### config.mk
export PLATFORM = sky130hd
export DESIGN_NAME = sps_front
export DESIGN_NICKNAME = d
export VERILOG_FILES = /design/src/hw/rtl/sps_pkg.sv /design/src/hw/rtl/sps_front.sv
export SDC_FILE = /design/constraint.sdc
export NUM_CORES = 1
export LEC_CHECK = 0
export ABC_AREA = 1
export BUFFER_PORTS_ARGS = -buffer_cell sky130_fd_sc_hd__buf_2
export CAP_MARGIN = 20
export CORE_ASPECT_RATIO = 1.25
export CORE_UTILIZATION = 46
export DETAILED_ROUTE_END_ITERATION = 12
export GPL_ROUTABILITY_DRIVEN = 0
export HOLD_SLACK_MARGIN = 0.08
export PLACE_DENSITY = 0.82
export SYNTH_ARGS = -nofsm -noshare
export SYNTH_HDL_FRONTEND = slang
export SYNTH_SLANG_ARGS = --single-unit
### constraint.sdc
create_clock -name clk -period 4.8 [get_ports clk]
set_input_delay 1.44 -clock clk [delete_from_list [all_inputs] [get_ports clk]]
set_output_delay 1.44 -clock clk [all_outputs]
set_load 0.03 [all_outputs]
### src/hw/rtl/sps_pkg.sv
// Package: shared types, opcodes and status codes for the sparse pointer stack.
package sps_pkg;
	localparam int DEPTH_DEF = 256;
	localparam int QUEUE_DEPTH = 2;

	typedef enum logic [3:0] {
		OP_PUSH = 4'd0, OP_POP = 4'd1, OP_PEEK = 4'd2, OP_RD_BOT = 4'd3,
		OP_RD_TOP = 4'd4, OP_ASSIGN = 4'd5, OP_ASSIGN_EMPTY = 4'd6,
		OP_REMOVE = 4'd7, OP_INSERT = 4'd8, OP_INSERT_TOP = 4'd9
	} opcode_t;

	localparam logic [1:0] ST_OK = 2'd0;
	localparam logic [1:0] ST_RANGE = 2'd1;
	localparam logic [1:0] ST_FULL = 2'd2;

	typedef struct packed {
		logic [3:0]  opcode;
		logic [31:0] entry_value;
		logic [7:0]  position;
	} in_item_t;

	typedef struct packed {
		logic [1:0]  status;
		logic [31:0] read_value;
		logic [7:0]  slot_index;
		logic [8:0]  entry_count;
	} out_item_t;

	typedef enum logic [1:0] {
		CMD_BAD, CMD_OP
	} cmd_kind_t;

	typedef struct packed {
		cmd_kind_t   kind;
		logic [3:0]  opcode;
		logic [31:0] entry_value;
		logic [7:0]  position;
	} cmd_t;

	typedef enum logic [3:0] {
		S_IDLE, S_DISPATCH, S_RD_WAIT, S_RD_DONE, S_PAD, S_SHIFT_RD, S_SHIFT_WR,
		S_SCAN_RD, S_SCAN_CHK, S_TRIM_RD, S_TRIM_CHK, S_OUT
	} exec_state_t;
endpackage

### src/hw/rtl/sps_front.sv
// Front end: accept input items, classify them and queue commands.
module sps_front import sps_pkg::*; (
	input  logic     clk,
	input  logic     arst_n,
	input  logic     in_valid,
	output logic     in_ready,
	input  in_item_t in_item,
	output logic     cmd_valid,
	input  logic     cmd_ready,
	output cmd_t     cmd
);
	localparam int QW = $clog2(QUEUE_DEPTH);
	cmd_t q_q [QUEUE_DEPTH];
	logic [QW-1:0] wp_q, rp_q;
	logic [QW:0] cnt_q;
	cmd_t c;
	logic push, pop;

	always_comb begin
		c.opcode = in_item.opcode;
		c.entry_value = in_item.entry_value;
		c.position = in_item.position;
		c.kind = (in_item.opcode <= 4'd9) ? CMD_OP : CMD_BAD;
	end

	assign in_ready = (cnt_q != (QW+1)'(QUEUE_DEPTH));
	assign cmd_valid = (cnt_q != '0);
	assign cmd = q_q[rp_q];
	assign push = in_valid && in_ready;
	assign pop = cmd_valid && cmd_ready;

	always_ff @(posedge clk) begin
		if (push) begin
			q_q[wp_q] <= c;
		end
	end

	always_ff @(posedge clk or negedge arst_n) begin
		if (!arst_n) begin
			wp_q <= '0;
			rp_q <= '0;
			cnt_q <= '0;
		end else begin
			if (push) wp_q <= wp_q + 1'b1;
			if (pop) rp_q <= rp_q + 1'b1;
			cnt_q <= cnt_q + (QW+1)'(push) - (QW+1)'(pop);
		end
	end
endmodule

# ---- Word-level counts from Yosys, hierarchy flattened
# Memories as Yosys holds them, arrays and structs flattened.
# Index checks and enable logic that the tools add are counted.
dict set report word_totals {
  mem_bits_ro 0
  mem_bits_rw 90
  out_inout_bits 48
  latchBits 0
  in_bits 48
  mem_count 1
  word_cells 16
  ff_bits 4
}
# memory words word_bits read_ports rd_ports_with_merged_regs write_ports line_no
set mem_list {}
lappend mem_list {q_q 2 45 1 0 1 sps_front.sv:13} ;# cmd_t q_q [QUEUE_DEPTH];
dict set report classes {
  mux 3
  n_eq_ne 1
  reduce_logical 3
  bitwise 0
  mul 0
  n_shift 0
  addsub 4
  div 0
  magnitude_cmp 1
}
# operator n
set ops {}
lappend ops {{<= comparator 4 bit (second input constant)} 1}
lappend ops {{two-way mux 1 bit} 3}
lappend ops {{adder 1 bit (second input constant)} 2}
lappend ops {{adder 2 x 1 -> 2 bit} 1}
lappend ops {{logical AND 1 bit} 2}
lappend ops {{inequality test 2 bit (second input constant)} 1}
lappend ops {{nonzero test 2 bit} 1}
lappend ops {{subtractor 2 x 1 -> 2 bit} 1}

# ---- Logic depth before layout (Yosys ltp)
# Gate-level depths: netlist of the first run.
dict set report depth {
  depth_word 4
  mapped_depth 12
  depth_no_buf 12
}

# ---- Worst setup path before layout of the first run
# OpenSTA, ideal clock, no wires.
dict set report synth_timing {
  path_type {input-to-reg}
  start {in in_valid}
  end {mem q_q[0][0] in the netlist's numbering, enable pin}
  stages 2
  arrival_ns 3.415
  n_path_buf 0
  setup_ns 0.448
  required_ns 4.352
  slack_ns 0.938
  cell_sequence {nand2_2 nor2_1}
}
dict set report synth_between {
  elab_chain_len 3
}
# element line_no
set synth_rtl {}
lappend synth_rtl {{from (decl)} sps_front.sv:5} ;# input logic in_valid,
lappend synth_rtl {{logical AND 1 bit} sps_front.sv:29} ;# assign push = in_valid && in_ready;
lappend synth_rtl {{two-way mux 1 bit} sps_front.sv:33} ;# if (push) begin
lappend synth_rtl {{two-way mux 1 bit (implied by the code)} sps_front.sv:34} ;# q_q[wp_q] <= c;
lappend synth_rtl {{to (decl)} sps_front.sv:13}
# No other way between the ends.

==> flow_results.org, run 1 <==
** Power
- Leakage power :: 1.86 nW
- VDD sags by at most 0.000331 V.
- In this run the power density over the cells is 663 mW/mm2.

** Yosys
- Summed instance area of the synthesized netlist :: 0.00353 mm2
- Post-synthesis register bit count :: 94
- After Yosys synthesis, XOR and XNOR cells account for 0.248% of the synthesized area.
- Synthesized-area fraction occupied by ao, oa, aoi and oai cells :: 0.425%
- A synthesized cell averages 13.1 um2.
- Synth Warn # :: 0
- Post-synthesis net count :: 318
- By area, the combinational part of the netlist is dominated by simple AND/OR/NAND/NOR gates.
- The number of different library cells used by synthesis comes to 18.
- Summing the areas of all and, or, nand and nor instances in the mapped netlist gives 16.3% of the synthesized area.
- Synthesis handed over a netlist of 269 instances.
- The share of the Yosys chip area taken by registers is 79.3%.
- Measured against the total synthesized area, the mux share comes to 0%.
- Share of synthesized cell area in full adder, half adder and majority cells :: 0.354%

** Placed design
- Placed insts :: 447
- The wire-length estimate of the detail-placed layout is 3830 um.
- Number of buffers inserted by port buffering :: 94

** Floorplanning
- The die is 80.4 um wide.
- Starting density of the core :: 47.7%
- Die footprint :: 0.00804 mm2
- 96 I/O pins were placed.
- Die Y :: 100 um
- Site Rows :: 35
- Core Footprint :: 0.00740 mm2

** Drt
- In the final routed layout, each cell accounts on average for 12.4 um.
- Drt initial violations :: 109
- After detailed routing, the total wire length is 5750 um.
- Antenna violation net count after detailed routing :: 0
- The first TritonRoute pass finished after 4 iterations.
- The routed layout has 2163 vias.
- Remaining routing DRC violations :: 0
- DR vias/cell :: 4.67

** Cells and area
- The number of antenna diodes in the final layout is 0.
- Number of filler instances in the final layout :: 614
- Final non-filler cell total :: 463
- Layout overhead on the synthesized area :: 20.7%
- Final net count :: 415
- Leaving out fill and tap cells, the most frequent cells in the layout are sky130_fd_sc_hd__nand2_1 (142), sky130_fd_sc_hd__buf_2 (94), sky130_fd_sc_hd__edfxtp_1 (90).
- Measured on the finished design, the core utilization comes to 57.6%.
- Fraction of final layout cells sized beyond drive strength 1 :: 31.5%
- Most frequent standard cell in the layout excluding fill and tap cells :: sky130_fd_sc_hd__nand2_1

** GRT
- The first global-routing pass estimated 9360 um of wire.
- Number of global-route vias before repair :: 2129
- Pin count of the biggest net entering global routing :: 47
- Remaining global-route overflow :: 0
- The number of antenna violations at the first check in global routing was 1.
- Global routing used 16.2% of the available tracks across all layers.

** STA
- The count of pins over their slew limit was 0.
- Counting I/O delays and the setup requirement, the final critical path takes 3510 ps.
- Worst Tran Pin Value :: 818 ps
- Share of the cycle needed by the critical path after routing :: 73.2%
- Setup repair after global routing left no endpoint under its margin.
- Setup total negative slack :: 0 ps
- Timing would allow up to 285 MHz.
- Final-report hold violation count :: 0
- Setup Skew :: 6.30 ps
- Setup violations remaining at the end of the flow were counted as 0.
- Remaining max-slew budget at the tightest pin :: 45.5%

** Setup path
- In this design, the largest share of critical-path delay is due to flip-flops.
- Largest fanout of any net on the critical path :: 46
- Data arrives at the worst endpoint at 2070 ps.
- The worst setup path is captured at an output port.
- The most numerous cell type found on the critical path is sky130_fd_sc_hd__nand2_1.
- Walking the worst path, the cells encountered are inv_4 -> nand2_1 -> nand2_1 -> buf_2.
- Worst path required time :: 3360 ps
- The worst setup path is launched from a flip-flop.
- Critical-path cell with the highest stage delay :: sky130_fd_sc_hd__dfrtp_2
- Together, buffers and inverters on the worst path number 2.
- Biggest cell delay along the critical path :: 900 ps
- The worst setup path is of the flip-flop to output port kind.

** Clock tree
- Clock-pin slew reported for the worst setup and hold paths after clock tree synthesis :: 90 ps
- The longest clock path from root to sink contains 2 buffers.
- TritonCTS Buffers :: 9
- Clock tree from TritonCTS :: yes
- Skew-Pair Late Insertion Delay :: 350 ps
- CTS HTree Levels :: 3
- Number of sinks driven by the clock tree :: 94
- Post-CTS setup buffers :: 0
- The root buffer cell chosen for the clock tree is sky130_fd_sc_hd__clkbuf_8.
- # hold bufs at CTS :: 0
- Post-CTS Resized :: 0

** Outcome
- Result of the run :: finished, final reports clean

** Hold path
- Class of the worst hold path :: flip-flop to flip-flop

** Flow run
- Max-cap violations in this run came to 0.
layout make-up:
class,instances,area (um2),share of cell area [%]
clock inverter,7,72.6,1.70
tap,92,115,2.70
sequential,94,2800,65.8
multi-input combinational,157,629,14.8
clock buffer,9,124,2.91
timing repair buffer,96,485,11.4
inverter,8,32.5,0.763
per-layer routing:
| layer | track usage (%) | up-vias | part of all wire [%] |
|---|---|---|---|
| met5 | 0 | - | 0.19 |
| met4 | 10.4 | 2 | 3.2 |
| met3 | 4.82 | 17 | 6.5 |
| met2 | 26.3 | 81 | 49 |
| met1 | 18.4 | 976 | 41 |
| li1 | - | 1087 | - |
flip-flops by register name, summed over array words and instances, names as in the netlist:
| signal | flops |
|---|---|
| q_q | 90 |
| cnt_q | 2 |
| rp_q | 1 |
| wp_q | 1 |
stage by stage:
| stage | cell area [um2] | hold WS, ps | setup slack [ps] | total power (W) |
|---|---|---|---|---|
| 2_1_floorplan | 3530 | 485 | 938 | 0.00206 |
| 3_3_place_gp | 4070 | 537 | 1700 | 0.00234 |
| 3_5_place_dp | 4070 | 558 | 1660 | 0.00236 |
| 4_1_cts | 4260 | 578 | 1250 | 0.00286 |
| 5_1_grt | 4260 | 614 | 1090 | 0.00301 |
| 6_report | 4260 | 574 | 1290 | 0.00283 |
cell families after synthesis:
logic type | after synthesis
AND/OR/NAND/NOR | 151
AO/OA/AOI/OAI | 3
XOR/XNOR | 1
flip-flops | 94
other | 1
buffers and inverters | 18
adder cells (fa/ha/maj) | 1
final timing paths:
check,cells after the start,slack [ps],endpoint,start
min,1,570,cnt_q[0],cnt_q[0]
min in group asynchronous,1,870,wp_q,arst_n
max,4,1290,cmd[32],rp_q
max in group asynchronous,1,3800,rp_q,arst_n
min reg2reg,1,570,cnt_q[0],cnt_q[0]
max reg2reg,5,2830,q_q[1][8],cnt_q[0]
report_power, final:
| group | internal (W) | switching, W |
|---|---|---|
| Clock | 0.000242 | 0.000261 |
| Combinational | 0.000278 | 0.000817 |
| Sequential | 0.00112 | 0.000111 |
worst register-to-register path, cell delays in order, from the launching register on:
cell	delay (ps)
sky130_fd_sc_hd__dfrtp_1	400
sky130_fd_sc_hd__inv_1	80
sky130_fd_sc_hd__nand2_2	100
sky130_fd_sc_hd__nand2_2	120
sky130_fd_sc_hd__nor2_4	480
sky130_fd_sc_hd__buf_4	450
cell usage after synthesis, drive strengths merged:
cell type  instances  share of area [%]
nor2               5               0.60
ha                 1               0.35
nand3              2               0.28
xor2               1               0.25
nand2            144                 15
a21oi              1               0.14
dfrtp              4                2.8
o21ai              2               0.28
buf               10                2.3
edfxtp            90                 77
inv                8               0.92
conb               1               0.11
Note: power is estimated with default switching activity, not from simulation.
==> inputs of run 2 (changes only) <==
Clock period 4.8 ns to 3.6 ns, I/O delays scaled along.
==> run 2 against run 1 <==
Net effect: register-to-register slack lost 980 ps; via count grew 1.3%; first-iteration DRC count shrank 6.4%; critical path type unchanged; critical endpoint is now cmd[36]; sequential power grew 30%; sequential share of layout area grew 0.15 points; highest routed layer is now met4.
==> flow_results.org, run 2 (synthesized netlist as in run 1, its figures left out) <==
** Power
- Cell internal power dissipation :: 0.00213 W
- In this run the power density over the cells is 876 mW/mm2.
- Net Sw Power :: 0.00160 W
- Clock power share :: 15.9%
- The share of total power dissipated in combinational logic is 41.2%.
- Highest ir drop seen on vdd :: 0.000455 V
- Leakage power :: 1.85 nW
- Switch share :: 42.9%
- Part of the power in registers :: 42.9%

** Drt
- For this run, design rule violations remaining after detail routing come to 0.
- Vias :: 2192
- After detailed routing, the average wire length per cell comes to 13.0 um.
- After detailed routing, the total wire length is 6060 um.
- The first routing iteration left 102 violations.
- Antenna violation net count after detailed routing :: 0
- Number of iterations in the first detailed-routing pass :: 4
- Using the TritonRoute via totals, the vias-per-cell ratio works out to 4.71.

** GRT
- The number of antenna violations at the first check in global routing came to 0.
- Pin count of the biggest net entering global routing :: 47
- Remaining global-route overflow :: 0
- Wire length of the first global-routing pass :: 9630 um
- For this run, the total global-route usage over all layers was measured as 16.4%.
- Number of global-route vias before repair :: 2118

** Setup path
- Largest fanout of any net on the critical path :: 46
- The worst setup path is launched from a flip-flop.
- Kind of critical path :: flip-flop to output port
- The worst setup path is captured at an output port.
- At the worst endpoint, the arrival time is 1760 ps.
- Worst path required time :: 2520 ps

** STA
- Final Setup Violations :: 0
- Final hold slack :: 527 ps
- Shortest period the worst path allows :: 2840 ps
- Setup repair after global routing left no endpoint under its margin.
- For this run, the top clock speed supported by timing is 352 MHz.
- Setup Skew :: 7.80 ps
- The number of endpoints with negative hold slack in the final report is 0.
- Share of the cycle needed by the critical path after routing :: 78.9%
- Final slew viol count :: 0
- Setup total negative slack :: 0 ps

** Clock tree
- Clock-pin slew was measured on the worst setup and hold paths at 80 ps.
- TritonCTS built the clock tree.
- # hold bufs at CTS :: 0
- At the later pin of the worst-skew pair, clock insertion delay measures 340 ps.
- Post-CTS Resized :: 0
- Buffers inserted during clock tree synthesis total 9.
- The tree is rooted in a sky130_fd_sc_hd__clkbuf_8.
- In this run the deepest clock path goes through 2 buffers.
- The H-tree was split into 3 levels.
- Number of sinks driven by the clock tree :: 94
- After clock tree synthesis, the setup repair step added 0 buffers.

** Floorplanning
- Die span in x :: 80.4 um
- Core Footprint :: 0.00740 mm2
- The die covers 0.00804 mm2.
- Site Rows :: 35
- Top Ports :: 96
- The floorplan step set the die height to 100 um.
- Once the floorplan was initialized, standard cells occupied 47.7% of the core.

** Cells and area
- Antenna diodes :: 0
- The library cell used most frequently in the layout, excluding fill and tap cells, is sky130_fd_sc_hd__nand2_1.
- Commonest cells after routing, fill and taps aside :: sky130_fd_sc_hd__nand2_1 (142), sky130_fd_sc_hd__buf_2 (94), sky130_fd_sc_hd__edfxtp_1 (90)
- Summing all non-filler instances in the final layout gives an area of 0.00425 mm2.
- The register with the most flip-flops in the final layout is q_q.
- Fraction of final layout cells sized beyond drive strength 1 :: 31.9%
- Registers with the most flip-flops :: q_q (90), cnt_q (2)
- Max reg flops :: 90
- Number of filler instances in the final layout :: 606
- For this run, the post-layout net count is 418.
- The area growth from synthesis to layout is 20.4%.

** Placed design
- Half-perimeter wire length of the detailed placement result :: 4050 um
- Number of buffers inserted by port buffering :: 94
- DP Area :: 0.00409 mm2

** Hold path
- The worst hold path belongs to the class primary input to asynchronous set/reset pin.

** Flow run
- The tool flagged a number of max-cap violations equal to 0.

** Outcome
- Result of the run :: finished, final reports clean
[run 2: cell types whose count changed in the layout (fill, tap and decap cells not counted), sizes merged]
cell and delta:
bufinv -1, clkinv -2, clkinvlp +2, clkbuf +1, buf +3, inv -1
[run 2: final timing paths]
check / from / end / slack [ps] / depth (start not counted)
max: rp_q / cmd[36] / 760 / 4
min: arst_n / cnt_q[1] / 530 / 1
max reg2reg: cnt_q[0] / q_q[1][8] / 1850 / 5
min reg2reg: cnt_q[0] / cnt_q[0] / 590 / 1
max in group asynchronous: arst_n / rp_q / 2940 / 1
min in group clk: cnt_q[0] / cnt_q[0] / 590 / 1
[run 2: final cells by class]
class	instances	area [um2]	area share, %
tap	92	115	2.71
multi-input combinational	157	629	14.8
sequential	94	2800	65.9
clock inverter	5	36.3	0.853
inverter	8	32.5	0.765
timing repair buffer	99	508	11.9
clock buffer	10	128	3.00
[run 2: power groups by stage]
stage	Sequential [W]	Combinational [W]	Clock [W]
4_1_cts	0.00160	0.00156	0.000607
6_report	0.00160	0.00154	0.000590
3_5_place_dp	0.00163	0.00156	0
5_1_grt	0.00163	0.00168	0.000653
2_1_floorplan	0.00158	0.00117	0
3_3_place_gp	0.00161	0.00153	0
[run 2: routing by layer]
layer  part of all wire, %  up-vias  wire (um)  track usage [%]
met3                   5.0        8        300             4.36
met5                     0        -          0                0
met2                    53       71       3230             28.2
li1                      -     1093          -                -
met4                   1.3        0         81             7.14
met1                    40     1020       2440             19.2
[run 2: critical path, stage by stage (launching register included)]
cell,delay [ps]
sky130_fd_sc_hd__dfrtp_2,570
sky130_fd_sc_hd__inv_4,430
sky130_fd_sc_hd__nand2_1,130
sky130_fd_sc_hd__nand2_1,90
sky130_fd_sc_hd__buf_2,190
[run 2: stage by stage]
step | cells | power (W) | utilization, % | worst slack, ps
final | 465 | 0.00372 | 57.5 | 761
after global routing | 465 | 0.00396 | 57.5 | 597
after CTS | 465 | 0.00377 | 57.5 | 706
after detailed placement | 450 | 0.00318 | 55.2 | 1100
after global placement | 450 | 0.00315 | 55.2 | 1120
after floorplan | 269 | 0.00275 | - | 97.8
==> inputs of run 3 (changes only) <==
Settings changed: ABC_AREA 1 to 0, PLACE_DENSITY 0.82 to 0.85.
Clock period 3.6 ns to 2.3 ns, I/O delays scaled along.
==> run 3 against run 2 <==
Net effect: die area down 0.97%; design area up 1.3%; critical endpoint is now cmd[28]; highest routed layer unchanged; first-iteration DRC count down 50%; critical path type unchanged.
==> flow_results.org, run 3 <==
** Cells and area
- Final net count :: 317
- Of the cells placed in the final design, the portion with a size suffix greater than 1 is 58.2%.
- Max reg flops :: 90
- 0 antenna diodes ended up in the layout.
- Leaving out filler cells and counting taps, the final layout contains 365.
- More flip-flops sit in one register than any other, and that register is q_q.
- Layout overhead on the synthesized area :: 23.1%
- In the layout the commonest cells are sky130_fd_sc_hd__buf_2 (94), sky130_fd_sc_hd__edfxtp_1 (90), sky130_fd_sc_hd__mux2_2 (45).
- The library cell used most frequently in the layout, excluding fill and tap cells, is sky130_fd_sc_hd__buf_2.
- After routing the design area is 0.00431 mm2.
- The largest registers in the layout are q_q (90), cnt_q (2).

** Setup path
- At the worst endpoint, the required time is 1610 ps.
- Arrival time at the worst endpoint :: 1520 ps
- Category of the worst setup path capture point :: output port
- Of all nets on the critical path, the largest fanout is 32.
- STA classifies the critical path startpoint as a flip-flop.
- The critical path is of the flip-flop to output port type.

** Yosys
- Async set-reset flop share out of synthesis :: 4.26%
- Summed instance area of the synthesized netlist :: 0.00350 mm2
- Top FF cell, synth :: sky130_fd_sc_hd__edfxtp_1
- Most frequent cells after synthesis :: sky130_fd_sc_hd__edfxtp_1 (90), sky130_fd_sc_hd__mux2_2 (45), sky130_fd_sc_hd__buf_6 (4), sky130_fd_sc_hd__dfrtp_1 (4)
- Ranked by total cell area, the synthesized netlist is headed by sky130_fd_sc_hd__edfxtp_1 (77%), sky130_fd_sc_hd__mux2_2 (14%), sky130_fd_sc_hd__dfrtp_1 (2.9%), sky130_fd_sc_hd__buf_6 (1.3%), sky130_fd_sc_hd__xnor2_1 (0.75%).
- The most common cell in the synthesized netlist is sky130_fd_sc_hd__edfxtp_1.
- Synthesis produced 165 cells.
- Yosys mapped a number of flops with a built-in enable equal to 90.
- The average instance in the mapped netlist occupies 21.2 um2.
- The share of the Yosys chip area taken by registers is 80.1%.
- Synth Warn # :: 0
- Synthesis produced a netlist with a net count of 214.
- Of all cell types, the one taking the most synthesized area is sky130_fd_sc_hd__edfxtp_1.
- Portion of synthesized cell area occupied by the leading cell type :: 77.3%
- Post-synthesis register bit count :: 94
- Number of distinct library cells after synthesis :: 19

** Placed design
- OpenSTA, run right after detailed placement, puts the worst setup slack at 447 ps.
- DP Area :: 0.00410 mm2
- Half-perimeter wire length of the detailed placement result :: 3800 um
- The number of placed instances, taps included, is 349.
- Number of buffers inserted by port buffering :: 94

** GRT
- For this run the aggregate overflow at the end of global routing stands at 0.
- Global routing consumed, on the met2 layer, 27.5% of the routing resources.
- Pin count of the biggest net entering global routing :: 46
- Routing layer with the top usage in global route :: met2
- Total routing usage reported by global routing :: 15.5%
- The number of antenna violations at the first check in global routing came to 0.
- Number of global-route vias before repair :: 1870
- For this run, global-route usage on met1 was measured as 16.5%.
- Wire length of the first global-routing pass :: 8710 um
- Grt met3 use :: 3.58%

** Floorplanning
- From bottom edge to top edge, the die measures 99.5 um.
- For this configuration, the core starts out at a cell density of 47.5%.
- Die span in x :: 80.0 um
- Pin placement for this block handled 96 I/O pins.
- The region available for standard cell placement spans 0.00736 mm2.
- Die footprint :: 0.00796 mm2
- Row generation in the floorplan step produced 35 rows.

** STA
- The count of pins over their slew limit was 0.
- Between clock sinks in the finished design, the worst skew comes to 8.85 ps.
- The number of endpoints with negative hold slack in the final report is 0.
- Derived from the worst setup path, the maximum achievable clock frequency is 453 MHz.
- Setup total negative slack :: 0 ps
- Once routing completed, OpenROAD measured the worst setup slack at 91.1 ps.
- Shortest period the worst path allows :: 2210 ps
- The worst path uses 96.0% of the clock period.
- Final Setup Violations :: 0
- Unrepaired setup endpoints after global routing :: no

** Drt
- Remaining routing DRC violations :: 0
- Drt initial violations :: 51
- Wire length reported by the detailed router :: 5920 um
- Vias :: 1835
- In the routed layout, each cell is associated on average with a via count of 5.03.
- The first detailed-routing pass took 4 iterations.
- Antenna violation net count after detailed routing :: 0
- Wire length per cell :: 16.2 um

** Clock tree
- Number of sinks driven by the clock tree :: 94
- The number of clock buffers added by TritonCTS is 9.
- Clock tree from TritonCTS :: yes
- Clock-pin slew was measured on the worst setup and hold paths at 80 ps.
- The H-tree was split into 3 levels.
- Clock tree root driver cell :: sky130_fd_sc_hd__clkbuf_8
- The number of gates resized after CTS was 0.
- Bufs on Longest Clock Path :: 2
- Post-CTS setup buffers :: 0
- After clock tree synthesis, the flow added hold-fix buffers numbering 0.
- At the later pin of the worst-skew pair, clock insertion delay measures 350 ps.

** Power
- IR analysis of the VDD net gives a maximum drop of 0.000945 V.
- The design draws 0.00581 W.
- Power per cell area :: 1350 mW/mm2
- Leakage power :: 1.61 nW

** Hold path
- The worst hold path belongs to the class primary input to asynchronous set/reset pin.

** Flow run
- Max-cap check violation count :: 0

** Outcome
- The run finished with clean final reports.
## run 3: changes by cell type after synthesis, sizes merged, moves of 2 or more
cell	previous run	this run
inv	8	0
xnor2	0	3
nor2	5	3
nand2	144	2
mux2	0	45
buf	10	6
## run 3: metal layers
layer  up-vias  part of all wire, %
li1        854                    -
met1       908                   40
met2        62                   53
met3        11                  5.1
met4         0                  2.2
met5         -                    0
## run 3: critical path, stage by stage, from the launching register on
cell	delay, ps
sky130_fd_sc_hd__dfrtp_2	400
sky130_fd_sc_hd__buf_12	220
sky130_fd_sc_hd__mux2_2	370
sky130_fd_sc_hd__buf_2	180
## run 3: cell type report
type,instances,area [um2]
multi-input cells,65,643
fillers,579,3050
well taps,92,115
clock buffers,12,135
flip-flops and latches,94,2800
repair buffers,98,538
clock inverters,4,71.3
## run 3: cells by family after synthesis
| group | synth area share (%) |
|---|---|
| DFF | 80.1 |
| muxes | 14.5 |
| and+or+nand+nor | 1.40 |
| buffers and inverters | 1.72 |
| AOI/OAI and AO/OA | 1.04 |
| xor gates and xnor gates | 0.751 |
| adders and majority gates | 0.358 |
| other | 0.107 |
## run 3: path summary, 6_finish.rpt
check | cells past startpoint | slack, ps | startpoint | end
max | 3 | 90 | rp_q | cmd[28]
min | 1 | 140 | arst_n | rp_q
max reg2reg | 4 | 820 | cnt_q[0] | q_q[0][44]
min reg2reg | 1 | 550 | wp_q | wp_q
max in group asynchronous | 1 | 2020 | arst_n | rp_q
min in group clk | 1 | 530 | in_item[31] | q_q[1][31]
## run 3: per-stage QoR
| stage | hold slack [ps] | utilization, % |
|---|---|---|
| floorplan | 394 | - |
| global placement | 508 | 55.7 |
| detailed placement | 508 | 55.7 |
| CTS | 130 | 58.5 |
| global route | 139 | 58.5 |
| finish | 145 | 58.5 |
## run 3: where the power goes
part / switching (W) / internal, W / total (W) / leakage [nW]
Combinational: 0.00142 / 0.000806 / 0.00223 / 0.631
Sequential: 0.000125 / 0.00234 / 0.00246 / 0.883
Clock: 0.000508 / 0.000610 / 0.00112 / 0.0982
